### src/dccr_pkg.sv
package dccr_pkg;

  localparam int unsigned HdrBytes    = 20;
  localparam int unsigned AvpBaseHdr  = 8;
  localparam int unsigned VendorExtra = 4;
  localparam int unsigned QDepth      = 4;
  localparam int unsigned QAw         = $clog2(QDepth);

  localparam logic [23:0] CmdReset = 24'd272;
  localparam logic [31:0] AppReset = 32'd4;

  typedef enum logic [1:0] {
    KIND_AVP    = 2'd0,
    KIND_ACCEPT = 2'd1,
    KIND_REJECT = 2'd2
  } kind_t;

  typedef enum logic [1:0] {
    RSN_HEADER = 2'd0,
    RSN_SHORT  = 2'd1,
    RSN_BADLEN = 2'd2
  } reason_t;

  localparam logic [0:0] REG_CMD = 1'b0;
  localparam logic [0:0] REG_APP = 1'b1;

  typedef struct packed {
    logic [1:0]  kind;
    logic [31:0] avp_code;
    logic [23:0] avp_data_len;
    logic [23:0] data_offset;
    logic [23:0] msg_len;
    logic [1:0]  reject_reason;
  } result_t;

endpackage

### src/dccr_if.sv
interface dccr_in_if;
  logic       valid;
  logic       ready;
  logic [7:0] data_byte;
  logic       buffer_end;
  modport source (output valid, data_byte, buffer_end, input ready);
  modport sink (input valid, data_byte, buffer_end, output ready);
endinterface

interface dccr_out_if;
  logic        valid;
  logic        ready;
  logic [1:0]  kind;
  logic [31:0] avp_code;
  logic [23:0] avp_data_len;
  logic [23:0] data_offset;
  logic [23:0] msg_len;
  logic [1:0]  reject_reason;
  modport source (output valid, kind, avp_code, avp_data_len, data_offset, msg_len,
                  reject_reason, input ready);
  modport sink (input valid, kind, avp_code, avp_data_len, data_offset, msg_len,
                reject_reason, output ready);
endinterface

### src/dccr_walker.sv
module dccr_walker
  import dccr_pkg::*;
(
  input  logic        clk,
  input  logic        rst_n,
  input  logic        byte_valid,
  input  logic [7:0]  data_byte,
  input  logic        buffer_end,
  input  logic [23:0] cmd_code,
  input  logic [31:0] app_id,
  output logic        res_valid,
  output result_t     res
);

  typedef enum logic [2:0] {
    PH_HEADER, PH_WALK, PH_SHORT, PH_BADLEN, PH_DONE
  } phase_t;

  phase_t      phase_r, phase_nxt;
  logic [23:0] off_r, off_nxt;
  logic [23:0] mlen_r, mlen_nxt;
  logic [31:0] shift_r;
  logic [31:0] code_r, code_nxt;
  logic        vend_r, vend_nxt;
  logic [23:0] nstart_r, nstart_nxt;

  logic [31:0] sh;
  logic [23:0] rel, room, len, hdr, dlen, stp;
  logic        bad, found, emit;

  always_comb begin
    sh         = {shift_r[23:0], data_byte};
    phase_nxt  = phase_r;
    off_nxt    = off_r;
    mlen_nxt   = mlen_r;
    code_nxt   = code_r;
    vend_nxt   = vend_r;
    nstart_nxt = nstart_r;
    res        = '0;
    emit       = 1'b0;
    found      = 1'b0;
    bad        = 1'b0;
    rel        = off_r - nstart_r;
    room       = mlen_r - nstart_r;
    len        = sh[23:0];
    hdr        = vend_r ? 24'(AvpBaseHdr + VendorExtra) : 24'(AvpBaseHdr);
    dlen       = len - hdr;
    stp        = (len + 24'd3) & ~24'd3;
    if (phase_r == PH_DONE) begin
      // drop bytes until the buffer ends
    end else if (phase_r == PH_HEADER) begin
      if (off_r == 24'd0 && data_byte != 8'd1) bad = 1'b1;
      if (off_r == 24'd3) begin
        mlen_nxt = sh[23:0];
        if (sh[23:0] < 24'(HdrBytes) || sh[1:0] != 2'b00) bad = 1'b1;
      end
      if (off_r == 24'd4 && !data_byte[7]) bad = 1'b1;
      if (off_r == 24'd7 && sh[23:0] != cmd_code) bad = 1'b1;
      if (off_r == 24'd11 && sh != app_id) bad = 1'b1;
      if (bad || (buffer_end && !(off_r == 24'd19 && mlen_r == 24'(HdrBytes)))) begin
        emit = 1'b1;
        res.kind = KIND_REJECT;
        res.reject_reason = RSN_HEADER;
      end else if (off_r == 24'd19) begin
        if (mlen_r == 24'(HdrBytes)) begin
          emit = 1'b1;
          res.kind = KIND_ACCEPT;
          res.msg_len = mlen_r;
        end else begin
          phase_nxt  = PH_WALK;
          nstart_nxt = 24'(HdrBytes);
        end
      end
    end else begin
      if (phase_r == PH_WALK && off_r >= nstart_r) begin
        if (rel == 24'd0 && room < 24'(AvpBaseHdr)) phase_nxt = PH_SHORT;
        else if (rel == 24'd3) code_nxt = sh;
        else if (rel == 24'd4) vend_nxt = data_byte[7];
        else if (rel == 24'd7) begin
          if (len < hdr || len > room) phase_nxt = PH_BADLEN;
          else begin
            found = 1'b1;
            res.avp_code     = code_r;
            res.avp_data_len = dlen;
            res.data_offset  = nstart_r + hdr;
            nstart_nxt = (stp > room) ? mlen_r : nstart_r + stp;
          end
        end
      end
      if (off_r + 24'd1 != mlen_r) begin
        if (buffer_end) begin
          emit = 1'b1;
          res = '0;
          res.kind = KIND_REJECT;
        end else if (found) begin
          emit = 1'b1;
          res.kind = KIND_AVP;
        end
      end else if (phase_nxt == PH_WALK || (phase_r == PH_WALK && found)) begin
        emit = 1'b1;
        res.kind = KIND_ACCEPT;
        res.msg_len = mlen_r;
      end else begin
        emit = 1'b1;
        res = '0;
        res.kind = KIND_REJECT;
        res.reject_reason = (phase_nxt == PH_SHORT) ? RSN_SHORT : RSN_BADLEN;
      end
    end
    if (emit && !(res.kind == KIND_AVP)) phase_nxt = PH_DONE;
    else if (!emit || res.kind == KIND_AVP) off_nxt = off_r + 24'd1;
  end

  assign res_valid = byte_valid && emit;

  always_ff @(posedge clk) begin
    if (!rst_n) begin
      phase_r  <= PH_HEADER;
      off_r    <= '0;
      mlen_r   <= '0;
      shift_r  <= '0;
      code_r   <= '0;
      vend_r   <= 1'b0;
      nstart_r <= 24'(HdrBytes);
    end else if (byte_valid) begin
      if (buffer_end) begin
        phase_r  <= PH_HEADER;
        off_r    <= '0;
        mlen_r   <= '0;
        shift_r  <= '0;
        code_r   <= '0;
        vend_r   <= 1'b0;
        nstart_r <= 24'(HdrBytes);
      end else begin
        phase_r  <= phase_nxt;
        off_r    <= off_nxt;
        mlen_r   <= mlen_nxt;
        if (phase_r != PH_DONE) shift_r <= sh;
        code_r   <= code_nxt;
        vend_r   <= vend_nxt;
        nstart_r <= nstart_nxt;
      end
    end
  end

  a_done_silent: assert property (@(posedge clk) disable iff (!rst_n)
    (phase_r == PH_DONE) |-> !emit) else $error("result after verdict");
  a_hdr_no_avp: assert property (@(posedge clk) disable iff (!rst_n)
    (phase_r == PH_HEADER && emit) |-> res.kind != KIND_AVP) else $error("avp in header");
  a_nstart: assert property (@(posedge clk) disable iff (!rst_n)
    (phase_r == PH_WALK) |-> nstart_r >= 24'(HdrBytes)) else $error("avp start low");

endmodule

### src/dccr_queue.sv
module dccr_queue
  import dccr_pkg::*;
(
  input  logic    clk,
  input  logic    rst_n,
  input  logic    push,
  input  result_t push_data,
  output logic    has_room,
  dccr_out_if.source out_ch
);

  result_t        mem_r [QDepth];
  logic [QAw-1:0] wp_r, rp_r;
  logic [QAw:0]   cnt_r;
  logic           pop;

  assign has_room = cnt_r < (QAw+1)'(QDepth - 1);
  assign pop      = out_ch.valid && out_ch.ready;
  assign out_ch.valid = cnt_r != '0;
  assign out_ch.kind          = mem_r[rp_r].kind;
  assign out_ch.avp_code      = mem_r[rp_r].avp_code;
  assign out_ch.avp_data_len  = mem_r[rp_r].avp_data_len;
  assign out_ch.data_offset   = mem_r[rp_r].data_offset;
  assign out_ch.msg_len       = mem_r[rp_r].msg_len;
  assign out_ch.reject_reason = mem_r[rp_r].reject_reason;

  always_ff @(posedge clk) begin
    if (push) mem_r[wp_r] <= push_data;
  end

  always_ff @(posedge clk) begin
    if (!rst_n) begin
      wp_r  <= '0;
      rp_r  <= '0;
      cnt_r <= '0;
    end else begin
      if (push) wp_r <= wp_r + 1'b1;
      if (pop)  rp_r <= rp_r + 1'b1;
      cnt_r <= cnt_r + (QAw+1)'(push) - (QAw+1)'(pop);
    end
  end

  a_no_over: assert property (@(posedge clk) disable iff (!rst_n)
    push |-> cnt_r < (QAw+1)'(QDepth)) else $error("queue overflow");
  a_cnt: assert property (@(posedge clk) disable iff (!rst_n)
    cnt_r <= (QAw+1)'(QDepth)) else $error("queue count");
  a_pop: assert property (@(posedge clk) disable iff (!rst_n)
    (push && !pop) |=> cnt_r == $past(cnt_r) + 1'b1) else $error("count step");

endmodule

### src/diameter_ccr_avp_parser.sv
// Diameter request parser: one message byte per word, one word per cycle sustained.
// The header walker decides each byte in the cycle it is accepted and pushes at most
// one result word into a 4-entry queue; input stalls only while that queue holds 3 or
// more words. Results come out in order, one per cycle, as the sink takes them.
// Registers: 0x0 command code (24 bits), 0x4 application id; write while idle.
module diameter_ccr_avp_parser
  import dccr_pkg::*;
(
  input  logic        clk,
  input  logic        rst_n,
  dccr_in_if.sink     in_ch,
  dccr_out_if.source  out_ch,
  input  logic        cfg_psel,
  input  logic        cfg_penable,
  input  logic        cfg_pwrite,
  input  logic [2:0]  cfg_paddr,
  input  logic [31:0] cfg_pwdata,
  output logic [31:0] cfg_prdata,
  output logic        cfg_pready
);

  logic [23:0] cmd_r;
  logic [31:0] app_r;
  logic        room, wvalid, rvalid;
  result_t     res;

  assign cfg_pready = 1'b1;
  assign cfg_prdata = (cfg_paddr[2] == REG_APP) ? app_r : {8'd0, cmd_r};

  always_ff @(posedge clk) begin
    if (!rst_n) begin
      cmd_r <= CmdReset;
      app_r <= AppReset;
    end else if (cfg_psel && cfg_penable && cfg_pwrite && cfg_paddr[1:0] == 2'b00) begin
      if (cfg_paddr[2] == REG_CMD) cmd_r <= cfg_pwdata[23:0];
      else app_r <= cfg_pwdata;
    end
  end

  assign in_ch.ready = room;
  assign wvalid      = in_ch.valid && room;

  dccr_walker u_walker (
    .clk, .rst_n, .byte_valid(wvalid), .data_byte(in_ch.data_byte),
    .buffer_end(in_ch.buffer_end), .cmd_code(cmd_r), .app_id(app_r),
    .res_valid(rvalid), .res(res)
  );

  dccr_queue u_queue (
    .clk, .rst_n, .push(rvalid), .push_data(res), .has_room(room), .out_ch(out_ch)
  );

endmodule

### src/flat_wrapper.sv
// flat-port wrapper written by rule: the top's interface ports become plain ports
module diameter_ccr_avp_parser_flat import dccr_pkg::*;
  (clk, rst_n, cfg_psel, cfg_penable, cfg_pwrite, cfg_paddr, cfg_pwdata, cfg_prdata, cfg_pready, in_ch_valid, in_ch_data_byte, in_ch_buffer_end, in_ch_ready, out_ch_valid, out_ch_kind, out_ch_avp_code, out_ch_avp_data_len, out_ch_data_offset, out_ch_msg_len, out_ch_reject_reason, out_ch_ready);
  dccr_in_if in_ch_i ();
  dccr_out_if out_ch_i ();
  input  logic clk;
  input  logic rst_n;
  input  logic cfg_psel;
  input  logic cfg_penable;
  input  logic cfg_pwrite;
  input  logic [2:0] cfg_paddr;
  input  logic [31:0] cfg_pwdata;
  output logic [31:0] cfg_prdata;
  output logic cfg_pready;
  input wire logic [$bits(in_ch_i.valid)-1:0] in_ch_valid;
  input wire logic [$bits(in_ch_i.data_byte)-1:0] in_ch_data_byte;
  input wire logic [$bits(in_ch_i.buffer_end)-1:0] in_ch_buffer_end;
  output wire logic [$bits(in_ch_i.ready)-1:0] in_ch_ready;
  output wire logic [$bits(out_ch_i.valid)-1:0] out_ch_valid;
  output wire logic [$bits(out_ch_i.kind)-1:0] out_ch_kind;
  output wire logic [$bits(out_ch_i.avp_code)-1:0] out_ch_avp_code;
  output wire logic [$bits(out_ch_i.avp_data_len)-1:0] out_ch_avp_data_len;
  output wire logic [$bits(out_ch_i.data_offset)-1:0] out_ch_data_offset;
  output wire logic [$bits(out_ch_i.msg_len)-1:0] out_ch_msg_len;
  output wire logic [$bits(out_ch_i.reject_reason)-1:0] out_ch_reject_reason;
  input wire logic [$bits(out_ch_i.ready)-1:0] out_ch_ready;
  assign in_ch_i.valid = in_ch_valid;
  assign in_ch_i.data_byte = in_ch_data_byte;
  assign in_ch_i.buffer_end = in_ch_buffer_end;
  assign in_ch_ready = in_ch_i.ready;
  assign out_ch_valid = out_ch_i.valid;
  assign out_ch_kind = out_ch_i.kind;
  assign out_ch_avp_code = out_ch_i.avp_code;
  assign out_ch_avp_data_len = out_ch_i.avp_data_len;
  assign out_ch_data_offset = out_ch_i.data_offset;
  assign out_ch_msg_len = out_ch_i.msg_len;
  assign out_ch_reject_reason = out_ch_i.reject_reason;
  assign out_ch_i.ready = out_ch_ready;
  diameter_ccr_avp_parser u_core (.clk(clk), .rst_n(rst_n), .in_ch(in_ch_i), .out_ch(out_ch_i), .cfg_psel(cfg_psel), .cfg_penable(cfg_penable), .cfg_pwrite(cfg_pwrite), .cfg_paddr(cfg_paddr), .cfg_pwdata(cfg_pwdata), .cfg_prdata(cfg_prdata), .cfg_pready(cfg_pready));
endmodule
### config.mk
export PLATFORM = sky130hd
export DESIGN_NAME = diameter_ccr_avp_parser_flat
export DESIGN_NICKNAME = d
export VERILOG_FILES = /design/src/dccr_pkg.sv /design/src/dccr_if.sv /design/src/dccr_walker.sv /design/src/dccr_queue.sv /design/src/diameter_ccr_avp_parser.sv /design/src/flat_wrapper.sv
export SDC_FILE = /design/constraint.sdc
export NUM_CORES = 1
export LEC_CHECK = 0
export BUFFER_PORTS_ARGS = -buffer_cell sky130_fd_sc_hd__buf_4
export CORE_MARGIN = 2
export CORE_UTILIZATION = 44
export DETAILED_ROUTE_END_ITERATION = 8
export PLACE_DENSITY = 0.69
export SLEW_MARGIN = 20
export SYNTH_ARGS = -nofsm -noshare
export SYNTH_HDL_FRONTEND = slang
export SYNTH_HIERARCHICAL = 1
export SYNTH_SLANG_ARGS = --single-unit
### constraint.sdc
create_clock -name clk -period 7.3 [get_ports clk]
set_input_delay 0.365 -clock clk [delete_from_list [all_inputs] [get_ports clk]]
set_output_delay 0.365 -clock clk [all_outputs]
set_load 0.05 [all_outputs]
==> impl_metrics.csv, run 1 <==
group,metric,value,unit
outcome,outcome,"complete, no violations",
final_layout,fin_nets,3145,
setup_path,crit_required,7600,ps
yosys,synth.distinct_cells,103,
clock_tree,tritoncts,"built",
global_route,grt_pass1_wl,151,mm
setup_path,criticalPathCategory,"flop to flop",
yosys,synth_edf_count,432,
final_layout,fin_util,0.507,
clock_tree,clk_pin_slew,60,ps
yosys,syn_avg_cell_area,11.7,um2
timing,timing.final.crit_share,0.929,
floorplan,io_pins,194,
floorplan,rows,100,
route,wire_per_inst,25.7,um
timing,rsz0062_at_grt,"no",
yosys,synth_fp_nets,2994,
yosys,async_flop_share,0,
route,vias,24119,
power,ir_drop,0.232,mV
clock_tree,cts_buffers,66,
global_route,first_global_vias,23905,
route,drtPass1Iterations,8,
timing,hold_violations,0,
setup_path,worstPathArrival,7080,ps
placed_design,gp_congestion,1.02,
yosys,yosysMostFrequentCell,"edfxtp_1",
timing,min_period,6780,ps
placed_design,placed_area,35400,um2
final_layout,fin_area,37700,um2
floorplan,dieWidth,278,um
route,dr_wl_met2,47.1,mm
clock_tree,cts_hold_buf,0,
yosys,synthTopCellsByCount,"edfxtp_1, nand2_1, dfxtp_1",
global_route,grt_max_degree,100,
route,drc,0,
worst_hold_path,hp-class,"input pin to flop",
yosys,synth_warnings,6,
clock_tree,ctsResizeCount,0,
global_route,gr-usage-all-layers,0.260,
clock_tree,clock_latency,620,ps
yosys,synth.top_cell.area_share,0.394,
clock_tree,cts_root_buf,"clkbuf_16",
clock_tree,clock-sinks,629,
timing,slew_headroom,0.197,
floorplan,start_util,0.443,
yosys,netlist_area,33000,um2
floorplan,core_area,74300,um2
final_layout,syn_to_final_growth,14.3,%
power,cellLeakagePower,14.6,nW
timing,skew,34.5,ps
job,maxCapViolCount,0,
route,drt_iter0_drc,2434,
clock_tree,htreeDepth,3,
timing,max_freq,147,MHz
route,wl_met3,8.10,mm
route,routed_wl,103,mm
yosys,yosys-top-cells-area,"edfxtp_1, dfxtp_1, mux4_2, ha_1, xnor2_1",
yosys,ys.flop_type,"edfxtp_1",
setup_path,critPathCaptureType,"flop",
setup_path,cp_max_fo,28,
floorplan,die_area,77100,um2
power,total_power,10.7,mW
timing,drv_slew,0,
final_layout,fillCellCount,6485,
route,routed.top_layer,"met5",
route,final_antenna_net_count,0,
global_route,antenna_found_initial,5,
power,power.density,283,nW/um2
route,viasPerCell,6.04,
yosys,synth-seq-cells,629,
final_layout,ff_latch_area,16900,um2
final_layout,drive_gt1_frac,0.183,
final_layout,multi_input_area,15000,um2
timing,finalSetupViolations,0,
global_route,grt_overflow_total,0,
route,met1_length,40.9,mm
clock_tree,cts_buffer_depth,3,
placed_design,dp_hpwl,73.8,mm
yosys,yosysSeqAreaShare,0.513,
setup_path,crit_path_start_kind,"flop",
floorplan,die_y,278,um
yosys,synth_area_leader_cell,"edfxtp_1",
yosys,synthCells,2816,
clock_tree,cts_setup_buffers,0,
placed_design,port_buffers,192,
timing,tightest_slew,1200,ps
timing,finalSetupTns,0,ps
power breakdown:
| part | internal [mW] | total, mW | switching (mW) |
|---|---|---|---|
| Sequential | 4.09 | 4.22 | 0.131 |
| Clock | 1.99 | 3.41 | 1.42 |
| Combinational | 1.02 | 3.02 | 2.01 |
metrics by stage:
| step | setup WS [ps] | hold slack (ps) | instances |
|---|---|---|---|
| detailed placement | 536 | 456 | 3866 |
| finish | 519 | 28.3 | 3991 |
| floorplan | 1070 | 433 | 2816 |
| global placement | 577 | 449 | 3866 |
| global route | 68.0 | 23.3 | 3990 |
| CTS | 469 | 7.61 | 3987 |
path summary, 6_finish.rpt:
check / start / end / slack, ps / cells after the start
worst min-delay path: cfg_pwdata[28] / u_core/app_r[28] / 30 / 3
worst min register to register: u_core/u_walker/code_r[21] / u_core/u_walker/code_r[21] / 460 / 2
worst max-delay path: u_core/u_walker/mlen_r[0] / u_core/u_queue/mem_r[0][107] / 520 / 27
worst max register to register: u_core/u_walker/mlen_r[0] / u_core/u_queue/mem_r[0][107] / 520 / 27
cell type report:
type                    instances  area share
repair buffers                253      0.0527
multi-input cells            1932       0.399
flip-flops and latches        629       0.449
clock inverters                46      0.0120
inverters                      85     0.00847
well taps                     969      0.0322
diodes                          2    0.000133
clock buffers                  75      0.0464
flip-flops by register name, summed over array words and instances (netlist names), named ones only:
| register | flops |
|---|---|
| u_core/u_queue/mem_r | 432 |
| u_core/app_r | 32 |
| u_core/u_walker/code_r | 32 |
| u_core/cmd_r | 24 |
| u_core/u_walker/mlen_r | 24 |
| u_core/u_walker/nstart_r | 24 |
| u_core/u_walker/off_r | 24 |
| u_core/u_walker/shift_r | 24 |
| u_core/u_queue/cnt_r | 3 |
| u_core/u_walker/phase_r | 3 |
| u_core/u_queue/rp_r | 2 |
| u_core/u_queue/wp_r | 2 |
| u_core/u_walker/vend_r | 1 |
cell families (layout without fill, tap and decap cells):
kind of cell | count (synthesis) | in the layout | synth area share
multiplexers | 239 | 239 | 0.115
buffers and inverters | 257 | 459 | 0.0331
AO/OA/AOI/OAI | 460 | 460 | 0.0961
AND/OR/NAND/NOR | 898 | 900 | 0.138
flip-flops | 629 | 629 | 0.513
XOR/XNOR | 204 | 204 | 0.0550
adder cells (fa/ha/maj) | 128 | 128 | 0.0494
other | 1 | 3 | 0.000114
placed cells by master (no fill, tap or decap), types with 49 or more instances in the layout:
cell / n
a21oi_1: 123
and2_1: 90
buf_4: 246
clkbuf_16: 68
dfxtp_1: 195
edfxtp_1: 432
ha_1: 123
inv_1: 82
mux2i_1: 104
mux4_2: 108
nand2_1: 279
nand3_1: 49
nor2_1: 163
nor3_1: 56
nor4_1: 54
o21ai_0: 73
xnor2_1: 120
xor2_1: 82
worst max-delay path, cell delays in order (launching register included):
cell and delay [ps]:
dfxtp_1 360, inv_1 100, ha_1 190, inv_1 60, fa_1 420, a21oi_1 330, o211ai_2 140, a31oi_1 360
o21ai_0 210, a21o_1 220, a21oi_1 190, xor2_1 390, ha_1 200, nand4_1 100, nor2b_1 130, nand2_1 90
nor4_2 340, nor2_1 80, o21ai_0 110, maj3_1 220, a21oi_1 140, nand4b_1 200, buf_4 220, a31oi_1 180
nor3_1 120, nor2_4 340, and2_4 630, buf_4 360
per-layer routing:
metal | global-route usage | vias up
li1 | - | 10771
met1 | 0.342 | 11906
met2 | 0.407 | 1142
met3 | 0.0448 | 296
met4 | 0.149 | 4
met5 | 0 | -
Power figures use the tool's default switching activity.
==> inputs of run 2 (changes only) <==
--- a/config.mk
+++ b/config.mk
@@ -7,9 +7,9 @@
 export LEC_CHECK = 0
 export BUFFER_PORTS_ARGS = -buffer_cell sky130_fd_sc_hd__buf_4
 export CORE_MARGIN = 2
-export CORE_UTILIZATION = 44
+export CORE_UTILIZATION = 40
 export DETAILED_ROUTE_END_ITERATION = 8
-export PLACE_DENSITY = 0.69
+export PLACE_DENSITY = 0.64
 export SLEW_MARGIN = 20
 export SYNTH_ARGS = -nofsm -noshare
 export SYNTH_HDL_FRONTEND = slang
==> impl_metrics.csv, run 2 (same netlist as run 1, synthesis figures left out) <==
group,metric,value,unit
power,power.density,284,nW/um2
floorplan,start_util,0.403,
timing,max_freq,147,MHz
route,drt_iter0_drc,2733,
global_route,grt_overflow_total,0,
timing,whs,26.7,ps
route,wire_per_inst,24.9,um
setup_path,crit_required,7600,ps
floorplan,rows,105,
timing,slew_headroom,0.313,
timing,finalSetupTns,0,ps
final_layout,fillCellCount,7379,
setup_path,crit_path_start_kind,"flop",
final_layout,ff_latch_area,16900,um2
timing,hold_violations,0,
setup_path,cpPeakStageDelay,630,ps
clock_tree,tritoncts,"built",
placed_design,dp_hpwl,73.2,mm
clock_tree,cts_root_buf,"clkbuf_16",
final_layout,reg.largest.list,"u_core/u_queue/mem_r x432, u_core/app_r x32, u_core/u_walker/code_r x32",
final_layout,syn_to_final_growth,15.4,%
global_route,antenna_found_initial,3,
clock_tree,cts_setup_buffers,0,
placed_design,gp_congestion,1.02,
timing,tightest_slew,1030,ps
clock_tree,cts_buffer_depth,3,
placed_design,dpl_worst_slack,471,ps
timing,fin_ws,510,ps
timing,skew,25.4,ps
final_layout,top_register,"u_core/u_queue/mem_r",
global_route,first_global_vias,22632,
placed_design,port_buffers,192,
setup_path,slowest_stage,"and2_4",
worst_hold_path,hp-class,"input pin to flop",
placed_design,dp.cells,3970,
final_layout,fin_cells,4111,
global_route,gr-usage-all-layers,0.236,
timing,rsz0062_at_grt,"no",
outcome,outcome,"complete, no violations",
global_route,grt_max_degree,101,
setup_path,r2r-start,"u_core/u_walker/nstart_r[4]",
route,final_antenna_net_count,0,
route,drtPass1Iterations,6,
route,drc,0,
timing,finalSetupViolations,0,
floorplan,dieWidth,291,um
floorplan,io_pins,194,
timing,timing.final.crit_share,0.930,
worst_hold_path,hp-start,"cfg_pwdata[26]",
timing,drv_slew,0,
route,vias,23856,
route,routed_wl,102,mm
setup_path,criticalPathCategory,"flop to flop",
floorplan,core_area,81800,um2
final_layout,final_cell_mix,"edfxtp_1, nand2_1, buf_4",
power,cellLeakagePower,14.7,nW
route,viasPerCell,5.80,
job,maxCapViolCount,0,
setup_path,cp_cell_sequence,"inv_1, ha_1, a211oi_4, o211ai_2, a31oi_1, o21ai_0, a21o_1, a21oi_1, xor2_1, ha_1, nand4_1, nor2b_1, nand2_1, nor4_1, nor2_1, o21ai_0, maj3_1, a21oi_1, nand4b_1, a31oi_1, nor3_1, nor2_4, and2_4, buf_12",
global_route,grt_pass1_wl,150,mm
final_layout,drive_gt1_frac,0.184,
setup_path,worstPathArrival,7090,ps
setup_path,cp_max_fo,34,
final_layout,fin_nets,3161,
clock_tree,clock_latency,630,ps
setup_path,critPathCaptureType,"flop",
final_layout,mostFrequentLayoutCell,"edfxtp_1",
timing,min_period,6790,ps
floorplan,die_y,291,um
clock_tree,htreeDepth,3,
floorplan,die_area,84700,um2
final_layout,largest_reg_flops,432,
power,ir_drop,0.238,mV
setup_path,timing.critical_path.from,"u_core/u_walker/nstart_r[4]",
clock_tree,cts_buffers,70,
clock_tree,clock-sinks,629,
clock_tree,clk_pin_slew,60,ps
final_layout,multi_input_area,15000,um2
## run 2: changes by cell type in the layout (fill, tap and decap cells not counted), moves of 2 or more
cell           change
buf_12             +2
clkbuf_16          +3
clkinv_8           +3
dlygate4sd3_1      +9
clkinv_1           -4
clkbuf_1           +9
## run 2: cell type report
| type | count | area share |
|---|---|---|
| Tap cell | 1070 | 0.0352 |
| Multi-Input combinational cell | 1932 | 0.395 |
| Antenna cell | 1 | 0.0000658 |
| Sequential cell | 629 | 0.445 |
| Clock buffer | 88 | 0.0492 |
| Clock inverter | 41 | 0.0114 |
| Timing Repair Buffer | 265 | 0.0559 |
| Inverter | 85 | 0.00839 |
## run 2: final timing paths
| kind | to | slack [ps] | cells after the start |
|---|---|---|---|
| min | u_core/app_r[26] | 30 | 3 |
| min reg2reg | u_core/u_walker/code_r[22] | 450 | 2 |
| max | u_core/u_queue/mem_r[1][68] | 510 | 24 |
| max reg2reg | u_core/u_queue/mem_r[1][68] | 510 | 24 |
## run 2: layer usage
metal  track usage  routed length [um]
met1         0.320               42300
met3        0.0477                8430
met2         0.365               46700
met5             0                  13
met4         0.107                5060
## run 2: what timing repair did
| item | in CTS | in global routing |
|---|---|---|
| hold buffers | 9 | 0 |
| setup endpoints to repair | 0 | 259 |
| gates resized for setup | 0 | 3 |
| endpoints found under the hold margin | 9 | 0 |
## run 2: critical path, delay by kind of cell (launching register included)
family	cells	cell delay, ps
AOI/OAI and AO/OA	9	2140
xor gates and xnor gates	1	420
adders and majority gates	3	830
buffers and inverters	2	420
DFF	1	420
and+or+nand+nor	9	2120
## run 2: stage by stage
| stage | power, mW | utilization | area, um2 |
|---|---|---|---|
| 2_1_floorplan | 6.41 | - | 33000 |
| 3_3_place_gp | 7.34 | 0.435 | 35600 |
| 3_5_place_dp | 7.35 | 0.435 | 35600 |
| 4_1_cts | 10.9 | 0.464 | 38000 |
| 5_1_grt | 11.2 | 0.465 | 38000 |
| 6_report | 10.8 | 0.465 | 38000 |
## run 2: power breakdown
group          internal, mW  leakage, nW  switching, mW
registers              4.09         6.06          0.115
clock network          2.05         1.13           1.47
logic                  1.03         7.50           2.03
total                  7.17         14.7           3.62
